**src/rtl/core/pab_pkg.sv**
```systemverilog
// Package for the priority alarm beeper: register map, resets, shared types
package pab_pkg;

	localparam int TIME_WIDTH_DEF = 32;
	localparam int ADDR_W = 5;
	localparam int DATA_W = 32;
	localparam int IN_TDATA_W = 72;
	localparam int OUT_TDATA_W = 8;

	typedef enum logic [2:0] {
		REG_PRESENT  = 3'd0,
		REG_SOUND    = 3'd1,
		REG_SOIL_TH  = 3'd2,
		REG_BATT_TH  = 3'd3,
		REG_INTERVAL = 3'd4,
		REG_ON       = 3'd5,
		REG_OFF      = 3'd6
	} reg_idx_t;

	localparam logic        RST_PRESENT  = 1'b1;
	localparam logic        RST_SOUND    = 1'b1;
	localparam logic [6:0]  RST_SOIL_TH  = 7'd30;
	localparam logic [15:0] RST_BATT_TH  = 16'd3300;
	localparam logic [31:0] RST_INTERVAL = 32'd10000;
	localparam logic [15:0] RST_ON       = 16'd300;
	localparam logic [15:0] RST_OFF      = 16'd400;

	localparam logic [15:0] BATT_ABSENT_MV = 16'd100;

	localparam logic [1:0] BURST_BATT  = 2'd3;
	localparam logic [1:0] BURST_WATER = 2'd2;
	localparam logic [1:0] BURST_SOIL  = 2'd1;

	typedef struct packed {
		logic water;
		logic battery;
		logic soil;
	} cause_t;

endpackage

```
**src/rtl/core/pab_cause.sv**
```systemverilog
// Alarm cause detection from one sensor beat
module pab_cause (
	input  logic signed [15:0] water_level,
	input  logic [15:0]        battery_mv,
	input  logic signed [7:0]  soil_moisture,
	input  logic [6:0]         soil_threshold_pct,
	input  logic [15:0]        battery_threshold_mv,
	output pab_pkg::cause_t    cause
);
	import pab_pkg::*;

	always_comb begin
		cause.water   = (water_level <= 16'sd0);
		cause.battery = (battery_mv > BATT_ABSENT_MV) && (battery_mv < battery_threshold_mv);
		cause.soil    = !soil_moisture[7] && (soil_moisture[6:0] < soil_threshold_pct);
	end

endmodule

```
**src/rtl/core/priority_alarm_beeper.sv**
```systemverilog
// Top level of the priority alarm beeper
// One sensor beat in, one status beat out. A beat is taken into an input
// register, evaluated against the held alarm and burst timer state, and the
// status lands in an output register; while the sink takes each status, a new
// beat can be taken every clock, so the block sustains one beat per cycle. The
// output register holds a status while the sink stalls; the input register keeps
// accepting as long as its beat can move on. Configuration is written through
// the APB port at byte address 4*index; the user must change it only while no
// beat is in flight, and the block itself does not enforce this.
module priority_alarm_beeper #(
	parameter int TIME_WIDTH = pab_pkg::TIME_WIDTH_DEF
) (
	input  logic                             clk,
	input  logic                             arst_n,
	// APB configuration
	input  logic                             psel,
	input  logic                             penable,
	input  logic                             pwrite,
	input  logic [pab_pkg::ADDR_W-1:0]       paddr,
	input  logic [pab_pkg::DATA_W-1:0]       pwdata,
	output logic [pab_pkg::DATA_W-1:0]       prdata,
	output logic                             pready,
	// sensor beats
	input  logic                             s_tvalid,
	output logic                             s_tready,
	// now_ms[31:0], water_level[47:32], battery_mv[63:48], soil_moisture[71:64]
	input  logic [pab_pkg::IN_TDATA_W-1:0]   s_tdata,
	// status beats
	output logic                             m_tvalid,
	input  logic                             m_tready,
	// buzzer_drive[0], alarm_active[1], alarm_changed[2], water_cause[3],
	// battery_cause[4], soil_cause[5], zero[7:6]
	output logic [pab_pkg::OUT_TDATA_W-1:0]  m_tdata
);
	import pab_pkg::*;

	localparam int CMP_W = (TIME_WIDTH > 32) ? TIME_WIDTH : 32;

	// configuration registers
	logic        present_q;
	logic        sound_q;
	logic [6:0]  soil_th_q;
	logic [15:0] batt_th_q;
	logic [31:0] interval_q;
	logic [15:0] on_q;
	logic [15:0] off_q;

	reg_idx_t cfg_idx;
	logic     cfg_wr;

	assign pready  = 1'b1;
	assign cfg_idx = reg_idx_t'(paddr[ADDR_W-1:2]);
	assign cfg_wr  = psel && penable && pwrite;

	always_ff @(posedge clk or negedge arst_n) begin
		if (!arst_n) begin
			present_q  <= RST_PRESENT;
			sound_q    <= RST_SOUND;
			soil_th_q  <= RST_SOIL_TH;
			batt_th_q  <= RST_BATT_TH;
			interval_q <= RST_INTERVAL;
			on_q       <= RST_ON;
			off_q      <= RST_OFF;
		end else if (cfg_wr) begin
			case (cfg_idx)
				REG_PRESENT:  present_q  <= pwdata[0];
				REG_SOUND:    sound_q    <= pwdata[0];
				REG_SOIL_TH:  soil_th_q  <= pwdata[6:0];
				REG_BATT_TH:  batt_th_q  <= pwdata[15:0];
				REG_INTERVAL: interval_q <= pwdata[31:0];
				REG_ON:       on_q       <= pwdata[15:0];
				REG_OFF:      off_q      <= pwdata[15:0];
				default: ;
			endcase
		end
	end

	always_comb begin
		case (cfg_idx)
			REG_PRESENT:  prdata = {31'd0, present_q};
			REG_SOUND:    prdata = {31'd0, sound_q};
			REG_SOIL_TH:  prdata = {25'd0, soil_th_q};
			REG_BATT_TH:  prdata = {16'd0, batt_th_q};
			REG_INTERVAL: prdata = interval_q;
			REG_ON:       prdata = {16'd0, on_q};
			REG_OFF:      prdata = {16'd0, off_q};
			default:      prdata = '0;
		endcase
	end

	// input register
	logic                  valid_s1;
	logic [31:0]           now_s1;
	logic signed [15:0]    water_s1;
	logic [15:0]           batt_s1;
	logic signed [7:0]     soil_s1;
	logic                  out_free;
	logic                  advance;

	assign out_free = !m_tvalid || m_tready;
	assign advance  = valid_s1 && out_free;
	assign s_tready = !valid_s1 || out_free;

	always_ff @(posedge clk or negedge arst_n) begin
		if (!arst_n) begin
			valid_s1 <= 1'b0;
		end else if (s_tready) begin
			valid_s1 <= s_tvalid;
		end
	end

	always_ff @(posedge clk) begin
		if (s_tready && s_tvalid) begin
			now_s1   <= s_tdata[31:0];
			water_s1 <= s_tdata[47:32];
			batt_s1  <= s_tdata[63:48];
			soil_s1  <= s_tdata[71:64];
		end
	end

	// alarm and burst state
	logic                  active_q;
	cause_t                cause_q;
	logic [TIME_WIDTH-1:0] cycle_start_q;
	logic [TIME_WIDTH-1:0] phase_start_q;
	logic [1:0]            beeps_q;
	logic [1:0]            burst_len_q;
	logic                  buzzer_q;

	cause_t cause_c;

	pab_cause u_cause (
		.water_level          (water_s1),
		.battery_mv           (batt_s1),
		.soil_moisture        (soil_s1),
		.soil_threshold_pct   (soil_th_q),
		.battery_threshold_mv (batt_th_q),
		.cause                (cause_c)
	);

	logic [CMP_W-1:0]      now_ext;
	logic [TIME_WIDTH-1:0] now_t;
	logic [CMP_W-1:0]      interval_ext;
	logic [CMP_W-1:0]      onset_cs_ext;
	logic                  active_c;
	logic                  run;
	logic [TIME_WIDTH-1:0] cs_eff;
	logic [TIME_WIDTH-1:0] cyc_elapsed;
	logic                  burst_start;
	logic [1:0]            blen_c;
	logic [1:0]            beeps_eff;
	logic                  buzzer_eff;
	logic [TIME_WIDTH-1:0] ps_eff;
	logic [TIME_WIDTH-1:0] cs_next;
	logic [TIME_WIDTH-1:0] ph_elapsed;
	logic [CMP_W-1:0]      ph_elapsed_ext;
	logic [TIME_WIDTH-1:0] ps_next;
	logic [1:0]            beeps_next;
	logic                  buzzer_next;

	always_comb begin
		now_ext      = CMP_W'(now_s1);
		now_t        = now_ext[TIME_WIDTH-1:0];
		interval_ext = CMP_W'(interval_q);
		onset_cs_ext = now_ext - interval_ext - CMP_W'(1);
		active_c     = cause_c.water || cause_c.battery || cause_c.soil;
		run          = active_c && sound_q;

		cs_eff      = !active_q ? onset_cs_ext[TIME_WIDTH-1:0] : cycle_start_q;
		cyc_elapsed = now_t - cs_eff;
		burst_start = (CMP_W'(cyc_elapsed) >= interval_ext) && (beeps_q == 2'd0);

		if (cause_c.battery) begin
			blen_c = BURST_BATT;
		end else if (cause_c.water) begin
			blen_c = BURST_WATER;
		end else begin
			blen_c = BURST_SOIL;
		end

		beeps_eff  = burst_start ? blen_c : beeps_q;
		buzzer_eff = burst_start ? 1'b0 : buzzer_q;
		ps_eff     = burst_start ? now_t : phase_start_q;
		cs_next    = burst_start ? now_t : cs_eff;

		ph_elapsed     = now_t - ps_eff;
		ph_elapsed_ext = CMP_W'(ph_elapsed);
		ps_next        = ps_eff;
		beeps_next     = beeps_eff;
		buzzer_next    = buzzer_eff;
		if (beeps_eff != 2'd0) begin
			if (!buzzer_eff && ph_elapsed_ext >= CMP_W'(off_q)) begin
				buzzer_next = 1'b1;
				ps_next     = now_t;
			end else if (buzzer_eff && ph_elapsed_ext >= CMP_W'(on_q)) begin
				buzzer_next = 1'b0;
				beeps_next  = beeps_eff - 2'd1;
				ps_next     = now_t;
			end
		end
	end

	always_ff @(posedge clk or negedge arst_n) begin
		if (!arst_n) begin
			active_q      <= 1'b0;
			cause_q       <= '0;
			cycle_start_q <= '0;
			phase_start_q <= '0;
			beeps_q       <= '0;
			burst_len_q   <= '0;
			buzzer_q      <= 1'b0;
			m_tvalid      <= 1'b0;
			m_tdata       <= '0;
		end else begin
			if (out_free) begin
				m_tvalid <= valid_s1;
			end
			if (advance) begin
				if (!present_q) begin
					m_tdata <= {2'b00, cause_q.soil, cause_q.battery, cause_q.water,
						1'b0, active_q, buzzer_q};
				end else begin
					active_q <= active_c;
					cause_q  <= cause_c;
					if (run) begin
						cycle_start_q <= cs_next;
						phase_start_q <= ps_next;
						beeps_q       <= beeps_next;
						buzzer_q      <= buzzer_next;
						if (burst_start) begin
							burst_len_q <= blen_c;
						end
					end else begin
						beeps_q  <= 2'd0;
						buzzer_q <= 1'b0;
					end
					m_tdata <= {2'b00, cause_c.soil, cause_c.battery, cause_c.water,
						active_c ^ active_q, active_c, run && buzzer_next};
				end
			end
		end
	end

endmodule

```
**config.mk**
```make
export PLATFORM = sky130hd
export DESIGN_NAME = priority_alarm_beeper
export DESIGN_NICKNAME = d
export VERILOG_FILES = /design/src/rtl/core/pab_pkg.sv /design/src/rtl/core/pab_cause.sv /design/src/rtl/core/priority_alarm_beeper.sv
export SDC_FILE = /design/constraint.sdc
export NUM_CORES = 1
export LEC_CHECK = 0
export ABC_AREA = 1
export CELL_PAD_IN_SITES_DETAIL_PLACEMENT = 0
export CELL_PAD_IN_SITES_GLOBAL_PLACEMENT = 1
export CORE_ASPECT_RATIO = 0.9
export CORE_UTILIZATION = 30
export DETAILED_ROUTE_END_ITERATION = 16
export DONT_BUFFER_PORTS = 1
export PLACE_DENSITY = 0.58
export SLEW_MARGIN = 10
export SYNTH_ARGS = -nofsm -noshare
export SYNTH_HDL_FRONTEND = slang
export SYNTH_HIERARCHICAL = 1
export SYNTH_SLANG_ARGS = --single-unit
```
**constraint.sdc**
```tcl
create_clock -name clk -period 17.2 [get_ports clk]
set_input_delay 0.86 -clock clk [delete_from_list [all_inputs] [get_ports clk]]
set_output_delay 0.86 -clock clk [all_outputs]
set_load 0.01 [all_outputs]
```
==> summary.md <==
| Metric | Value |
|---|---|
| Largest net degree at the start of global routing | `119` |
| Core Region | `61200 um^2` |
| Remaining antenna violation count | `0` |
| Setup tns final | `0 ps` |
| Row count | `86` |
| Slew headroom | `22.8%` |
| Initial antenna violation count | `2` |
| Vias/cell | `4.95` |
| DRT met1 WL | `33900 um` |
| WS Path Type | `register to register` |
| Hold Crit Class | `primary input to asynchronous set/reset pin` |
| Final wirelength | `64900 um` |
| Fmax | `88.0 MHz` |
| Setup Viol. Count Final | `0` |
| Skew-Pair Late Insertion Delay | `560 ps` |
| Via count | `16853` |
| H-tree levels | `2` |
| GRT overflow | `0` |
| Initial core utilization | `30.4%` |
| Port Buffers | `0` |
| Required time of the critical path | `17680 ps` |
| Drt pass-1 iters | `5` |
| Metal3 WL | `3080 um` |
| Most frequent cells in the layout | `747 x nand2_1, 376 x inv_1, 196 x o21ai_0` |
| Layout cells sized above 1 | `6.43%` |
| Die Y | `238 um` |
| Commonest non-fill, non-tap cell in the layout | `nand2_1` |
| Clock Path Buffers | `3` |
| Final Hold Vio Count | `0` |
| Synth-to-layout area growth | `11.0%` |
| Ys async rst share | `70.0%` |
| Number of global-route vias before repair | `15939` |
| Worst hold margin | `48.4 ps` |
| Max Cap Viol | `0` |
| Setup slack, reg-to-reg | `5840 ps` |
| Worst Path Arrival | `11840 ps` |
| Clk sinks | `240` |
| Final critical-path required period | `11360 ps` |
| DRC violations left | `0` |
| Num ports | `159` |
| Unique cell type count in the Yosys netlist | `54` |
| Setup bufs post-CTS | `0` |
| Die Area | `63000 um^2` |
| CP endpoint kind | `register` |
| Final nets | `2879` |
| Clock skew | `25.8 ps` |
| CP max stage cell | `buf_4` |
| CTS Buf Count | `35` |
| RSZ-0062 raised after global routing | `no` |
| CTS resizes | `0` |
| Ys flop type | `dfrtp_1` |
| First-pass GRT wire length | `98000 um` |
| Worst-Margin Slew | `1150 ps` |
| Worst stage delay on the critical path | `650 ps` |
| Yosys reg bits | `240` |
| GPL Wtd Cong | `0.882` |
| Routed len/inst | `19.0 um` |
| Status | `finished, final reports clean` |
| Top Metal Used | `met4` |
| Die width | `264 um` |
| Fin. max-slew vios | `0` |
| CTS Hold Bufs | `1` |
| Count of yosys warnings during synthesis | `6` |
| Root buf cell | `clkbuf_16` |
| Cell area after synthesis | `18600 um^2` |
| Total GRT Usage | `20.5%` |
| Worst Setup Start Kind | `register` |
| Post-DP HPWL | `50700 um` |
| Syn Area/Cell | `7.15 um^2` |
| Max FO, Critical Path | `83` |
| Top cell by count, worst path | `nand2_1` |
| Detailed Route Iter0 Violations | `1262` |
| Final Cycle Share | `66.1%` |
| EDFF count, synth | `72` |
| Mapped Cells | `2598` |
| Post-synthesis sequential area ratio | `34.4%` |
| Clock transition at the registers of the reported paths | `60 ps` |
| CTS tree | `built` |
| Met2 WL post-DR | `26400 um` |
-- critical path: cells and delay by family, from the launching register on --
kind / cells / cell delay (ps)
adders and majority gates: 5 / 1750
buffers and inverters: 5 / 1360
xor gates and xnor gates: 2 / 550
AOI/OAI and AO/OA: 15 / 3550
and+or+nand+nor: 22 / 3370
DFF: 1 / 600
-- final timing paths --
path,cells past startpoint,to,startpoint
worst max-delay path,49,phase_start_q[8],now_ext[14]
worst min-delay path,0,soil_th_q[0],arst_n
worst max register to register,49,phase_start_q[8],now_ext[14]
worst min register to register,2,phase_start_q[29],phase_start_q[29]
max in group asynchronous,1,on_q[13],arst_n
min in group clk,0,now_ext[10],s_tdata[10]
-- per-layer routing --
layer  global-route usage (%)  vias to the layer above
met3                     2.30                       73
met1                     31.8                     7898
li1                         -                     8516
met2                     29.4                      366
met4                     5.51                        0
met5                        0                        -
-- state kept, by name, summed over array words and instances, names as in the netlist, 7 cells and up --
signal and cells:
batt_th_q 16, soil_th_q 7, soil_s1 8, off_q 16, phase_start_q 32, water_s1 16, cycle_start_q 32, batt_s1 16
on_q 16, now_ext 32, interval_ext 32
-- final cells by class --
cell class | instances | area [um^2]
fillers | 6547 | 40600
repair buffers | 14 | 125
flip-flops and latches | 240 | 6400
clock buffers | 48 | 986
inverters | 395 | 1480
clock inverters | 16 | 216
well taps | 792 | 991
diodes | 1 | 2.50
multi-input cells | 1899 | 10400
-- synth_stat cells (all sizes together), types with 30 or more instances --
master    n  share of area [%]
a21oi   128                3.4
edfxtp   72                 12
dfrtp   144                 19
ha      175                 12
nor2    182                3.9
nand3   184                5.0
inv     391                7.9
clkbuf   42               0.85
nand2   753                 15
nand4    40                1.4
xor2     33                1.6
o21ai   205                5.5
nor3     30               0.92
-- stage by stage --
| step | util (%) | area, um^2 | setup slack, ps | instances |
|---|---|---|---|---|
| after floorplan | - | 18600 | 9550 | 2599 |
| after global placement | 31.7 | 19400 | 5980 | 3339 |
| after detailed placement | 31.7 | 19400 | 5850 | 3339 |
| after CTS | 33.7 | 20600 | 5770 | 3404 |
| after global routing | 33.7 | 20600 | 4620 | 3405 |
| final | 33.7 | 20600 | 5840 | 3405 |
-- logic make-up after synthesis --
kind of cell,Yosys count,share of synthesized area (%)
AOI/OAI and AO/OA,436,13.2
other,2,0.0404
buffers and inverters,460,9.64
and+or+nand+nor,1228,27.9
adders and majority gates,178,12.1
xor gates and xnor gates,45,2.12
DFF,240,34.4
muxes,9,0.545
Power is left out: the tool's default activity adds up to more than one toggle a clock period on the data nets, which glitch-free logic cannot reach.
